**src/sv/ple_pkg.sv**
```systemverilog
`timescale 1ns / 1ps
// ----------------------------------------------------------------------------
// Positional list engine package
// Sizes, codes and shared types for the list engine: cell chain control,
// result status codes and the bundle of extremes from the reduction tree.
// ----------------------------------------------------------------------------
package ple_pkg;

   // Sizes of the list.
   localparam int CAPACITY    = 16;
   localparam int VALUE_BITS  = 32;
   localparam int POS_BITS    = $clog2(CAPACITY);
   localparam int COUNT_BITS  = $clog2(CAPACITY + 1);
   localparam int REQ_POS_BITS = 8;

   // Reduction tree over the cells, padded to a power of two.
   localparam int LEVELS      = (CAPACITY > 1) ? $clog2(CAPACITY) : 1;
   localparam int TREE_SIZE   = 1 << LEVELS;
   localparam int RED_BITS    = $clog2(LEVELS + 1);

   localparam logic [COUNT_BITS-1:0] CAP_COUNT = COUNT_BITS'(CAPACITY);
   localparam logic [RED_BITS-1:0]   RED_LAST  = RED_BITS'(LEVELS);

   // Request opcodes.
   typedef enum logic [1:0] {
      OP_INSERT = 2'd0,
      OP_DELETE = 2'd1,
      OP_SEARCH = 2'd2
   } op_type;

   // Result status codes.
   typedef enum logic [2:0] {
      ST_DONE     = 3'd0,
      ST_BADPOS   = 3'd1,
      ST_FULL     = 3'd2,
      ST_EMPTY    = 3'd3,
      ST_NOTFOUND = 3'd4
   } status_type;

   // What one cell loads at the next edge.
   typedef enum logic [1:0] {
      SH_HOLD       = 2'd0,
      SH_LOAD       = 2'd1,
      SH_FROM_LOWER = 2'd2,
      SH_FROM_UPPER = 2'd3
   } shift_type;

   // Control sequencer states.
   typedef enum logic {
      S_IDLE   = 1'b0,
      S_REDUCE = 1'b1
   } state_type;

   // Extremes as they leave the reduction tree.
   typedef struct packed {
      logic                          valid;
      logic signed [VALUE_BITS-1:0]  hi;
      logic signed [VALUE_BITS-1:0]  lo;
   } extremes_type;

endpackage

```
**src/sv/ple_minmax.sv**
```systemverilog
`timescale 1ns / 1ps
// ----------------------------------------------------------------------------
// Extremes reduction tree
// Registered binary tree that finds the largest and smallest occupied
// entries of the cell chain, one tree level per cycle.
// ----------------------------------------------------------------------------
module ple_minmax (
   input  logic                                  clock,
   input  logic [ple_pkg::COUNT_BITS-1:0]        count,
   input  logic signed [ple_pkg::VALUE_BITS-1:0] cell_value [ple_pkg::CAPACITY],
   output ple_pkg::extremes_type                 extremes
);

   ple_pkg::extremes_type leaf [ple_pkg::TREE_SIZE];
   ple_pkg::extremes_type node_ff [ple_pkg::LEVELS][ple_pkg::TREE_SIZE/2];

   // Merge two partial results; an invalid side is ignored.
   function automatic ple_pkg::extremes_type merge(input ple_pkg::extremes_type a,
                                                   input ple_pkg::extremes_type b);
      ple_pkg::extremes_type r;
      if (a.valid && b.valid) begin
         r.valid = 1'b1;
         r.hi    = (a.hi < b.hi) ? b.hi : a.hi;
         r.lo    = (b.lo < a.lo) ? b.lo : a.lo;
      end else if (a.valid) begin
         r = a;
      end else begin
         r = b;
      end
      return r;
   endfunction

   // Leaves: occupied cells are valid, padding leaves never are.
   for (genvar i = 0; i < ple_pkg::TREE_SIZE; i++) begin : g_leaf
      if (i < ple_pkg::CAPACITY) begin : g_cell
         always_comb begin
            leaf[i].valid = (int'(count) > i);
            leaf[i].hi    = cell_value[i];
            leaf[i].lo    = cell_value[i];
         end
      end else begin : g_pad
         always_comb begin
            leaf[i] = '0;
         end
      end
   end

   // Tree levels, each one register stage.
   for (genvar l = 1; l <= ple_pkg::LEVELS; l++) begin : g_level
      for (genvar j = 0; j < (ple_pkg::TREE_SIZE >> l); j++) begin : g_node
         if (l == 1) begin : g_first
            always_ff @(posedge clock) begin
               node_ff[0][j] <= merge(leaf[2*j], leaf[2*j+1]);
            end
         end else begin : g_upper
            always_ff @(posedge clock) begin
               node_ff[l-1][j] <= merge(node_ff[l-2][2*j], node_ff[l-2][2*j+1]);
            end
         end
      end
   end

   // An empty list reports zero for both extremes.
   always_comb begin
      extremes = node_ff[ple_pkg::LEVELS-1][0];
      if (!extremes.valid) begin
         extremes.hi = '0;
         extremes.lo = '0;
      end
   end

endmodule

```
**config.mk**
```make
export PLATFORM = sky130hd
export DESIGN_NAME = ple_minmax
export DESIGN_NICKNAME = d
export VERILOG_FILES = /design/src/sv/ple_pkg.sv /design/src/sv/ple_minmax.sv
export SDC_FILE = /design/constraint.sdc
export NUM_CORES = 2
export LEC_CHECK = 0
export BUFFER_PORTS_ARGS = -buffer_cell sky130_fd_sc_hd__buf_4
export CAP_MARGIN = 20
export CORE_MARGIN = 1
export CORE_UTILIZATION = 50
export DETAILED_ROUTE_END_ITERATION = 8
export PLACE_DENSITY = 0.8
export SYNTH_ARGS = -nofsm -noshare
export SYNTH_HDL_FRONTEND = slang
export SYNTH_SLANG_ARGS = --single-unit
```
**constraint.sdc**
```tcl
create_clock -name clock -period 4.9 [get_ports clock]
set_input_delay 0.245 -clock clock [delete_from_list [all_inputs] [get_ports clock]]
set_output_delay 0.245 -clock clock [all_outputs]
set_load 0.1 [all_outputs]
```
==> results.cfg <==
[status]
status = finished with violations
violations = DRC

[yosys]
synth-compound-area-share_pct = 18.3
synth_area_um2 = 64700
synthAdderAreaFrac_pct = 13.3
synth_edf_count = 0
synthXorXnorAreaFrac_pct = 0
synthMuxAreaShare_pct = 10.1
synth_cell_type_count = 86
ys_seq_area_share_pct = 30.2
synth_nets = 8890
synth-seq-cells = 975
synthFlopType = dfxtp_1
synth.avg_cell_area_um2 = 8.43
ys_warn_count = 0
postSynthCellCount = 7682
async_reset_ff_share_pct = 0
yosys.area_share.simple_pct = 19.7
synth_top_family_by_area = simple AND/OR/NAND/NOR gates

[place]
numPlacedInstances = 9519
dp_slack_ns = 1.20
portBuffers = 582
hpwlAfterDp_mm = 172
place.gp.congestion = 0.996

[worst_setup_path]
worstPathRequired_ns = 5.50
crit_type = input pin to flop
cp-end-kind = flop
cp_max_fo = 26
start_kind = input pin
cp_data_arrival_time_ns = 4.99

[clock_tree]
post_cts_resized = 0
worstSkewPairLatency_ns = 0.75
cts_htree_levels = 3
cts_max_path_buffers = 3
cts_buffers = 102
clockRootBuffer = clkbuf_16
clk_pin_slew_ns = 0.06
postCtsSetupBuffers = 0
clkSinkCount = 975
cts_tree = done
holdBufCountCts = 774

[floorplan]
io_pins = 583
die_x_um = 362
core_um2 = 128000
die_y_um = 362
rows = 131
dieArea_um2 = 131000
initial_core_util_pct = 50.6

[pwr]
vdd_drop_max_uv = 433
p_per_area_nw_per_um2 = 497
p_leak_nw = 36.7
p_total_mw = 40.8

[timing]
fin_crit_sh_pct = 89.7
max_slew_margin_pct = 18.0
timing.final.ws_setup_ns = 0.506
rsz0062_at_grt = false
fmax_ghz = 0.228
drv_slew = 0
final.min_clock_period_ns = 4.39
worst_pin_slew_ns = 1.22
fin_tns_setup_ns = 0
finalSetupViolCount = 0
hold_violations = 0
skew_ns = 0.0398

[global_route]
grt_use_met3_pct = 8.06
grt_pass1_wl_mm = 379
grt_max_degree = 131
grt_use_met1_pct = 46.1
grtUsageTotal_pct = 36.9
antenna_found_initial = 23
busiest_layer = met2
grt_pass1_vias = 65100
overflow = 0
met2_usage_pct = 57.6

[route]
drt_iter0_drc = 9451
wl_mm = 253
drtPass1Iterations = 9
vias = 68400
via_per_inst = 6.52
drc = 2
ant_nets = 0
wl_per_cell_um = 24.1

[flow_run]
drv_cap = 0

[finish]
fin_nets = 9889
top_regs = node_ff: 975 flops
drive_gt1_share_pct = 16.6
utilization_pct = 64.1
finalNonFillerCells = 10500
syn2layout_area_growth_pct = 26.7
nFillCells = 9844
regMostFlops = node_ff
largest_reg_flops = 975

[hold_path]
hold_class = input pin to flop
[cells in the mapped netlist, types with 19 or more instances]
cell type / number / area (um^2)
a2111oi_0: 132 / 1160
a211o_1: 65 / 569
a211oi_1: 23 / 173
a21o_1: 108 / 811
a21oi_1: 422 / 2110
a22oi_1: 62 / 465
a2bb2oi_1: 96 / 841
a311o_1: 34 / 340
and2_1: 67 / 419
and3_1: 35 / 219
and4_1: 23 / 201
buf_1: 32 / 120
buf_2: 62 / 310
clkbuf_1: 477 / 1790
dfxtp_1: 975 / 19500
ha_1: 690 / 8630
inv_1: 790 / 2970
mux2_1: 65 / 732
mux2_2: 462 / 5200
mux2i_1: 42 / 420
nand2_1: 447 / 1680
nand2b_1: 19 / 119
nand3_1: 596 / 2980
nand3b_1: 159 / 1190
nand4_1: 170 / 1060
nand4b_1: 62 / 543
nor2_1: 126 / 473
nor3_1: 349 / 1750
nor3b_1: 37 / 278
nor4_1: 150 / 938
o2111ai_1: 68 / 596
o211ai_1: 125 / 938
o21ai_0: 197 / 986
o22ai_1: 100 / 626
o311ai_0: 117 / 1020
or3_1: 48 / 300
or4_1: 34 / 255
[kinds of logic after synthesis]
| group | count (synthesis) |
|---|---|
| compound gates | 1678 |
| fa+ha+maj | 690 |
| buf+inv | 1393 |
| flops | 975 |
| mux | 580 |
| simple gates | 2366 |
[routing by layer]
metal  vias up  routed length, um
met1     32200              95400
met3      1181              27700
met2      4649             111000
met5         -                  0
met4         0              18700
li1      30400                  -
[worst paths after layout]
kind | start | endpoint | slack, ns | cells past startpoint
setup / recovery | cell_value[118] | node_ff[0][91] | 0.51 | 14
hold / removal | cell_value[194] | node_ff[0][229] | 0.31 | 3
hold reg to reg | node_ff[2][426] | node_ff[3][491] | 0.49 | 1
setup reg to reg | node_ff[0][188] | node_ff[1][361] | 1.03 | 10
[per-stage QoR]
stage / hold slack (ns) / cell area [um^2]
after floorplan: 0.361 / 64700
after global placement: 0.461 / 70300
after detailed placement: 0.469 / 70400
after CTS: 0.250 / 81800
after global routing: 0.325 / 82000
final: 0.314 / 82000
[power by group]
| group | internal, mW | switching (mW) |
|---|---|---|
| Combinational | 7.77 | 11.9 |
| Clock | 5.00 | 3.51 |
| Sequential | 10.3 | 2.24 |
| Total | 23.1 | 17.7 |
[placed cells by master, fill, tap and decap left out, types with 35 or more instances in the layout]
master	netlist	routed
nand2_1	447	447
nor3_1	349	348
nor2_1	126	122
a22oi_1	62	62
ha_1	690	685
nand3_1	596	596
nand3b_1	159	159
o21ai_0	197	196
o311ai_0	117	117
dlygate4sd3_1	0	774
nand4_1	170	170
mux2_2	462	462
o211ai_1	125	125
mux2_1	65	65
a21o_1	108	108
a21oi_1	422	411
a2bb2oi_1	96	96
nor3b_1	37	37
clkbuf_16	0	106
and2_1	67	69
inv_1	790	790
a2111oi_0	132	132
nand4b_1	62	62
o2111ai_1	68	64
a211o_1	65	65
dfxtp_1	975	971
mux2i_1	42	40
nor4_1	150	150
and3_1	35	35
o22ai_1	100	99
or3_1	48	48
buf_4	15	696
[layout make-up]
type,instances,area [um^2],area share [%]
clock inverters,44,636,0.775
well taps,1729,2160,2.64
multi-input cells,5314,40300,49.1
clock buffers,142,2990,3.64
repair buffers,1493,13400,16.3
inverters,795,2980,3.64
flip-flops and latches,975,19500,23.8
diodes,7,17.5,0.0214
[worst max-delay path, cell delays in order]
cell	delay (ns)
dlygate4sd3_1	0.82
buf_4	0.23
inv_1	0.09
ha_1	0.32
nand4_1	0.15
inv_1	0.06
a221oi_1	0.49
o2111ai_4	0.15
buf_4	0.29
or3_1	0.38
a31oi_4	0.47
buf_4	0.34
mux2_2	0.37
dlygate4sd3_1	0.57
No activity file was read; power rests on OpenSTA's default activity.
