File: src/sv/ple_pkg.sv
`timescale 1ns / 1ps
// ----------------------------------------------------------------------------
// Positional list engine package
// Sizes, codes and shared types for the list engine: cell chain control,
// result status codes and the bundle of extremes from the reduction tree.
// ----------------------------------------------------------------------------
package ple_pkg;

   // Sizes of the list.
   localparam int CAPACITY    = 16;
   localparam int VALUE_BITS  = 32;
   localparam int POS_BITS    = $clog2(CAPACITY);
   localparam int COUNT_BITS  = $clog2(CAPACITY + 1);
   localparam int REQ_POS_BITS = 8;

   // Reduction tree over the cells, padded to a power of two.
   localparam int LEVELS      = (CAPACITY > 1) ? $clog2(CAPACITY) : 1;
   localparam int TREE_SIZE   = 1 << LEVELS;
   localparam int RED_BITS    = $clog2(LEVELS + 1);

   localparam logic [COUNT_BITS-1:0] CAP_COUNT = COUNT_BITS'(CAPACITY);
   localparam logic [RED_BITS-1:0]   RED_LAST  = RED_BITS'(LEVELS);

   // Request opcodes.
   typedef enum logic [1:0] {
      OP_INSERT = 2'd0,
      OP_DELETE = 2'd1,
      OP_SEARCH = 2'd2
   } op_type;

   // Result status codes.
   typedef enum logic [2:0] {
      ST_DONE     = 3'd0,
      ST_BADPOS   = 3'd1,
      ST_FULL     = 3'd2,
      ST_EMPTY    = 3'd3,
      ST_NOTFOUND = 3'd4
   } status_type;

   // What one cell loads at the next edge.
   typedef enum logic [1:0] {
      SH_HOLD       = 2'd0,
      SH_LOAD       = 2'd1,
      SH_FROM_LOWER = 2'd2,
      SH_FROM_UPPER = 2'd3
   } shift_type;

   // Control sequencer states.
   typedef enum logic {
      S_IDLE   = 1'b0,
      S_REDUCE = 1'b1
   } state_type;

   // Extremes as they leave the reduction tree.
   typedef struct packed {
      logic                          valid;
      logic signed [VALUE_BITS-1:0]  hi;
      logic signed [VALUE_BITS-1:0]  lo;
   } extremes_type;

endpackage

File: src/sv/ple_cell.sv
`timescale 1ns / 1ps
// ----------------------------------------------------------------------------
// List cell
// Holds one list entry, takes a new value or a neighbor's value on command,
// and compares its entry against the search key.
// ----------------------------------------------------------------------------
module ple_cell (
   input  logic                                  clock,
   input  ple_pkg::shift_type                    ctrl,
   input  logic signed [ple_pkg::VALUE_BITS-1:0] load_value,
   input  logic signed [ple_pkg::VALUE_BITS-1:0] lower_value,
   input  logic signed [ple_pkg::VALUE_BITS-1:0] upper_value,
   input  logic signed [ple_pkg::VALUE_BITS-1:0] key,
   output logic signed [ple_pkg::VALUE_BITS-1:0] value_q,
   output logic                                  match
);

   logic signed [ple_pkg::VALUE_BITS-1:0] value_ff;
   logic signed [ple_pkg::VALUE_BITS-1:0] value_in;

   // Select the next entry: hold, new word, or shift from a neighbor.
   always_comb begin
      unique case (ctrl)
         ple_pkg::SH_LOAD:       value_in = load_value;
         ple_pkg::SH_FROM_LOWER: value_in = lower_value;
         ple_pkg::SH_FROM_UPPER: value_in = upper_value;
         default:                value_in = value_ff;
      endcase
   end

   // Entry register; its content is meaningless until written.
   always_ff @(posedge clock) begin
      value_ff <= value_in;
   end

   assign value_q = value_ff;
   assign match   = (value_ff == key);

endmodule

File: config.mk
export PLATFORM = sky130hd
export DESIGN_NAME = ple_cell
export DESIGN_NICKNAME = d
export VERILOG_FILES = /design/src/sv/ple_pkg.sv /design/src/sv/ple_cell.sv
export SDC_FILE = /design/constraint.sdc
export NUM_CORES = 1
export LEC_CHECK = 0
export BUFFER_PORTS_ARGS = -buffer_cell sky130_fd_sc_hd__clkbuf_2
export CORE_MARGIN = 3
export CORE_UTILIZATION = 39
export CTS_CLUSTER_SIZE = 20
export DETAILED_ROUTE_END_ITERATION = 8
export GPL_TIMING_DRIVEN = 0
export PLACE_DENSITY = 0.84
export SLEW_MARGIN = 25
export SYNTH_ARGS = -nofsm -noshare
export SYNTH_HDL_FRONTEND = slang
export SYNTH_SLANG_ARGS = --single-unit
File: constraint.sdc
create_clock -name clock -period 1.74 [get_ports clock]
set_input_delay 0.174 -clock clock [delete_from_list [all_inputs] [get_ports clock]]
set_output_delay 0.174 -clock clock [all_outputs]
set_load 0.02 [all_outputs]
==> summary by stage <==
Floorplan
The starting density of the core is 41.2%. The area inside the core boundary is 4820 um2. The x dimension of the die is 77.4 um. The die height is 77.4 um. The floorplan step defined a die boundary enclosing 5990 um2.

The number of I/O pins is 164. Row generation in the floorplan step produced 25 rows.

Power and ir drop
In this run the static leakage power is 1.53 nW. The power density normalized to cell area is 738 nW/um2. The worst-case IR drop observed on VDD is 0.451 mV.

Synth
For this run, the number of Yosys warnings is 0. The synthesized netlist devotes 14.1% of its cell area to XOR and XNOR gates. The synthesized netlist devotes 8.06% of its cell area to compound gates.

By area the synthesized netlist is led by sky130_fd_sc_hd__edfxtp_1 48%, sky130_fd_sc_hd__mux2i_1 16%, sky130_fd_sc_hd__xor2_1 14%. Sequential elements use 48.4% of the synthesized area. The post-synthesis share of cell area spent on and, or, nand and nor gates is 9.70%.

In this run the mean area of a mapped cell was 10.9 um2. The top flip-flop cell by instance count after synthesis is sky130_fd_sc_hd__edfxtp_1. The number of nets in the synthesized netlist is 314. The gate count after technology mapping is 183. By area, the combinational part of the netlist is dominated by multiplexers. The leading cell type by number of instances after synthesis is sky130_fd_sc_hd__nor2_1. The share of synthesized area in the top cell type comes to 48.4%. The synthesized design contains 32 enable-type register cells. The synthesized design spends more area on one cell type than any other, namely sky130_fd_sc_hd__edfxtp_1. The fraction of synthesized area in multiplexers is 16.1%. The netlist area before placement is 1990 um2.

The post-synthesis cell type count is 12. In this run, synthesis produced a sequential element count of 32. The adder and majority cell fraction of the synthesized area is 0%. After synthesis, the share of flip-flops with an asynchronous set or reset is 0%. The commonest cells after synthesis are 33 x sky130_fd_sc_hd__nor2_1, 32 x sky130_fd_sc_hd__a21oi_1, 32 x sky130_fd_sc_hd__edfxtp_1, 32 x sky130_fd_sc_hd__mux2i_1, 32 x sky130_fd_sc_hd__xor2_1.

Detailed routing
The count of nets left with antenna violations once routing finished came out at 0. Using the TritonRoute via totals, the vias-per-cell ratio works out to 4.81. The total number of vias is 2036. The post-detailed-route wirelength per cell is 15.3 um. Summed over all layers, the routed wires come to 6460 um.

Before antenna repair, the detailed router went through 4 iterations. For this block, the initial DRC count from the detailed router was 47. The DRC violation count after routing is 0.

Clock network
The number of H-tree levels is 2. The buffer type at the clock tree root is sky130_fd_sc_hd__clkbuf_8. The clock drives 32 sinks. The maximum buffer depth of the clock tree is 2. The clock buffer count from CTS is 5. After clock tree synthesis, the clock-pin slew on the worst setup and hold paths is 0.07 ns.

TritonCTS built the clock tree.

Place
The placer congestion estimate is 0.783. The half-perimeter wire length of the detailed placement result is 5290 um. During placement, the flow inserted port buffers numbering 161. Once placement completed, the tool counted placed cells totaling 411. After detailed placement, the total cell area comes to 2880 um2.

STA
For the pin with the worst max-slew slack, the measured transition is 0.758 ns. The final period utilization is 105%. The max-slew violation count is 0.

In the post-route analysis, the smallest setup slack over all paths is -0.0834 ns. The final hold violation count came to 0. After routing, the total negative slack on setup checks comes to -0.0834 ns. The time the worst path needs with I/O delays and setup is 1.82 ns. Setup repair after global routing could not meet its margin everywhere. The relative slew slack is 49.5%. The maximum clock rate is 548 MHz. Setup violations remaining at the end of the flow were counted as 1.

Hold path
The startpoint of the tightest hold check path is load_value[0]. The number of cells traversed by the worst hold path is 3. The worst min-delay path endpoint is value_q[0]. The worst hold path belongs to the class primary input to flip-flop.

Run
Max-cap violations in this run came to 0.

Layout
The register with the most flip-flops in the layout has 32 of them. With fillers left out, the area of the finished cells amounts to 3020 um2. Once layout is complete, the cells apart from fillers number 423. The area growth from synthesis to final layout is 52.0%. 0 antenna diodes ended up in the layout. After the last flow step, the layout net total stands at 486. Of the cells placed in the final design, the portion with a size suffix greater than 1 is 51.7%.

Global route
For this run the aggregate overflow at the end of global routing stands at 0. Entering global routing, the biggest net connects 33 pins. The number of global-route vias before repair is 2183. The first global-routing pass estimated 10000 um of wire. The number of antenna violations at the first check in global routing is 0. The combined global-route utilization of all metal layers is 21.6%.

Worst setup path
The critical path capture point type is an output port. The worst setup path is launched from a flip-flop. STA puts the critical path data arrival time at 1.65 ns.

The category of the most critical setup path is flip-flop to output port. The required time at the worst-slack endpoint is 1.57 ns. Along the worst path, the maximum fanout reaches 2.

Run status
The final reports fail on negative setup slack. The flow ran to the end, but the final reports show violations.
==> cell usage in the layout, fill, tap and decap left out <==
master                     count
sky130_fd_sc_hd__a21oi_1      32
sky130_fd_sc_hd__buf_2         4
sky130_fd_sc_hd__buf_4         6
sky130_fd_sc_hd__buf_6         3
sky130_fd_sc_hd__clkbuf_1      5
sky130_fd_sc_hd__clkbuf_2    160
sky130_fd_sc_hd__clkbuf_8      5
sky130_fd_sc_hd__clkinv_1      1
sky130_fd_sc_hd__edfxtp_1     32
sky130_fd_sc_hd__mux2i_1      32
sky130_fd_sc_hd__nand4_1       2
sky130_fd_sc_hd__nor2_1       33
sky130_fd_sc_hd__nor4_1        3
sky130_fd_sc_hd__nor4_2        5
sky130_fd_sc_hd__or2_2         1
sky130_fd_sc_hd__xor2_1       32
==> worst max-delay path: stages, from the launching register on <==
cell and delay (ns):
sky130_fd_sc_hd__edfxtp_1 0.42, sky130_fd_sc_hd__xor2_1 0.17, sky130_fd_sc_hd__nor4_2 0.34, sky130_fd_sc_hd__nand4_1 0.17
sky130_fd_sc_hd__nor2_1 0.13, sky130_fd_sc_hd__buf_4 0.15
==> worst max path at each step <==
stage                            from     to  slack (ns)  cells past startpoint
after CTS                 value_q[17]  match       -0.13                      5
after floorplan           value_q[31]  match        0.22                      4
after global routing       value_q[9]  match       -0.17                      5
final                     value_q[25]  match       -0.08                      5
after global placement    value_q[18]  match        0.07                      5
after detailed placement  value_q[25]  match        0.08                      5
==> cells by family after synthesis <==
| kind of cell | count (synthesis) |
|---|---|
| xor gates and xnor gates | 32 |
| and+or+nand+nor | 44 |
| DFF | 32 |
| AOI/OAI and AO/OA | 32 |
| muxes | 32 |
| buffers and inverters | 11 |
==> metrics by stage <==
step / utilization [%] / hold WS (ns) / power, mW / setup WS (ns)
floorplan: - / 0.404 / 1.37 / 0.219
global placement: 59.7 / 0.498 / 1.66 / 0.0654
detailed placement: 59.7 / 0.501 / 1.68 / 0.0786
CTS: 62.3 / 0.206 / 2.24 / -0.133
global route: 62.7 / 0.228 / 2.35 / -0.172
finish: 62.7 / 0.218 / 2.23 / -0.0834
==> layout make-up <==
class,count,area [um2]
Clock inverter,1,3.75
Fill cell,426,1800
Clock buffer,7,76.3
Timing Repair Buffer,165,838
Sequential cell,32,961
Multi-Input combinational cell,140,985
Tap cell,67,83.8
Buffer,11,72.6
==> layer usage <==
metal  global-route usage [%]  vias up  share of wire [%]
li1                         -     1001                  -
met1                     23.9      912                 37
met2                     39.4      115                 52
met3                     6.61        8                9.2
met4                     6.76        0                1.5
met5                        0        -                  0
==> report_power, final <==
| group | total, mW | switching, mW | leakage (nW) | internal, mW |
|---|---|---|---|---|
| Sequential | 1.03 | 0.0661 | 0.322 | 0.961 |
| Combinational | 0.668 | 0.367 | 1.17 | 0.301 |
| Clock | 0.533 | 0.255 | 0.0399 | 0.278 |
==> repair_timing <==
action | in CTS | in global routing
setup buffers | 2 | 2
hold buffers | 0 | 0
hold endpoints to repair | 0 | 0
pin swaps | 2 | 4
setup endpoints to repair | 1 | 1
resized for setup | 5 | 2
Note: power is estimated with default switching activity, not from simulation.
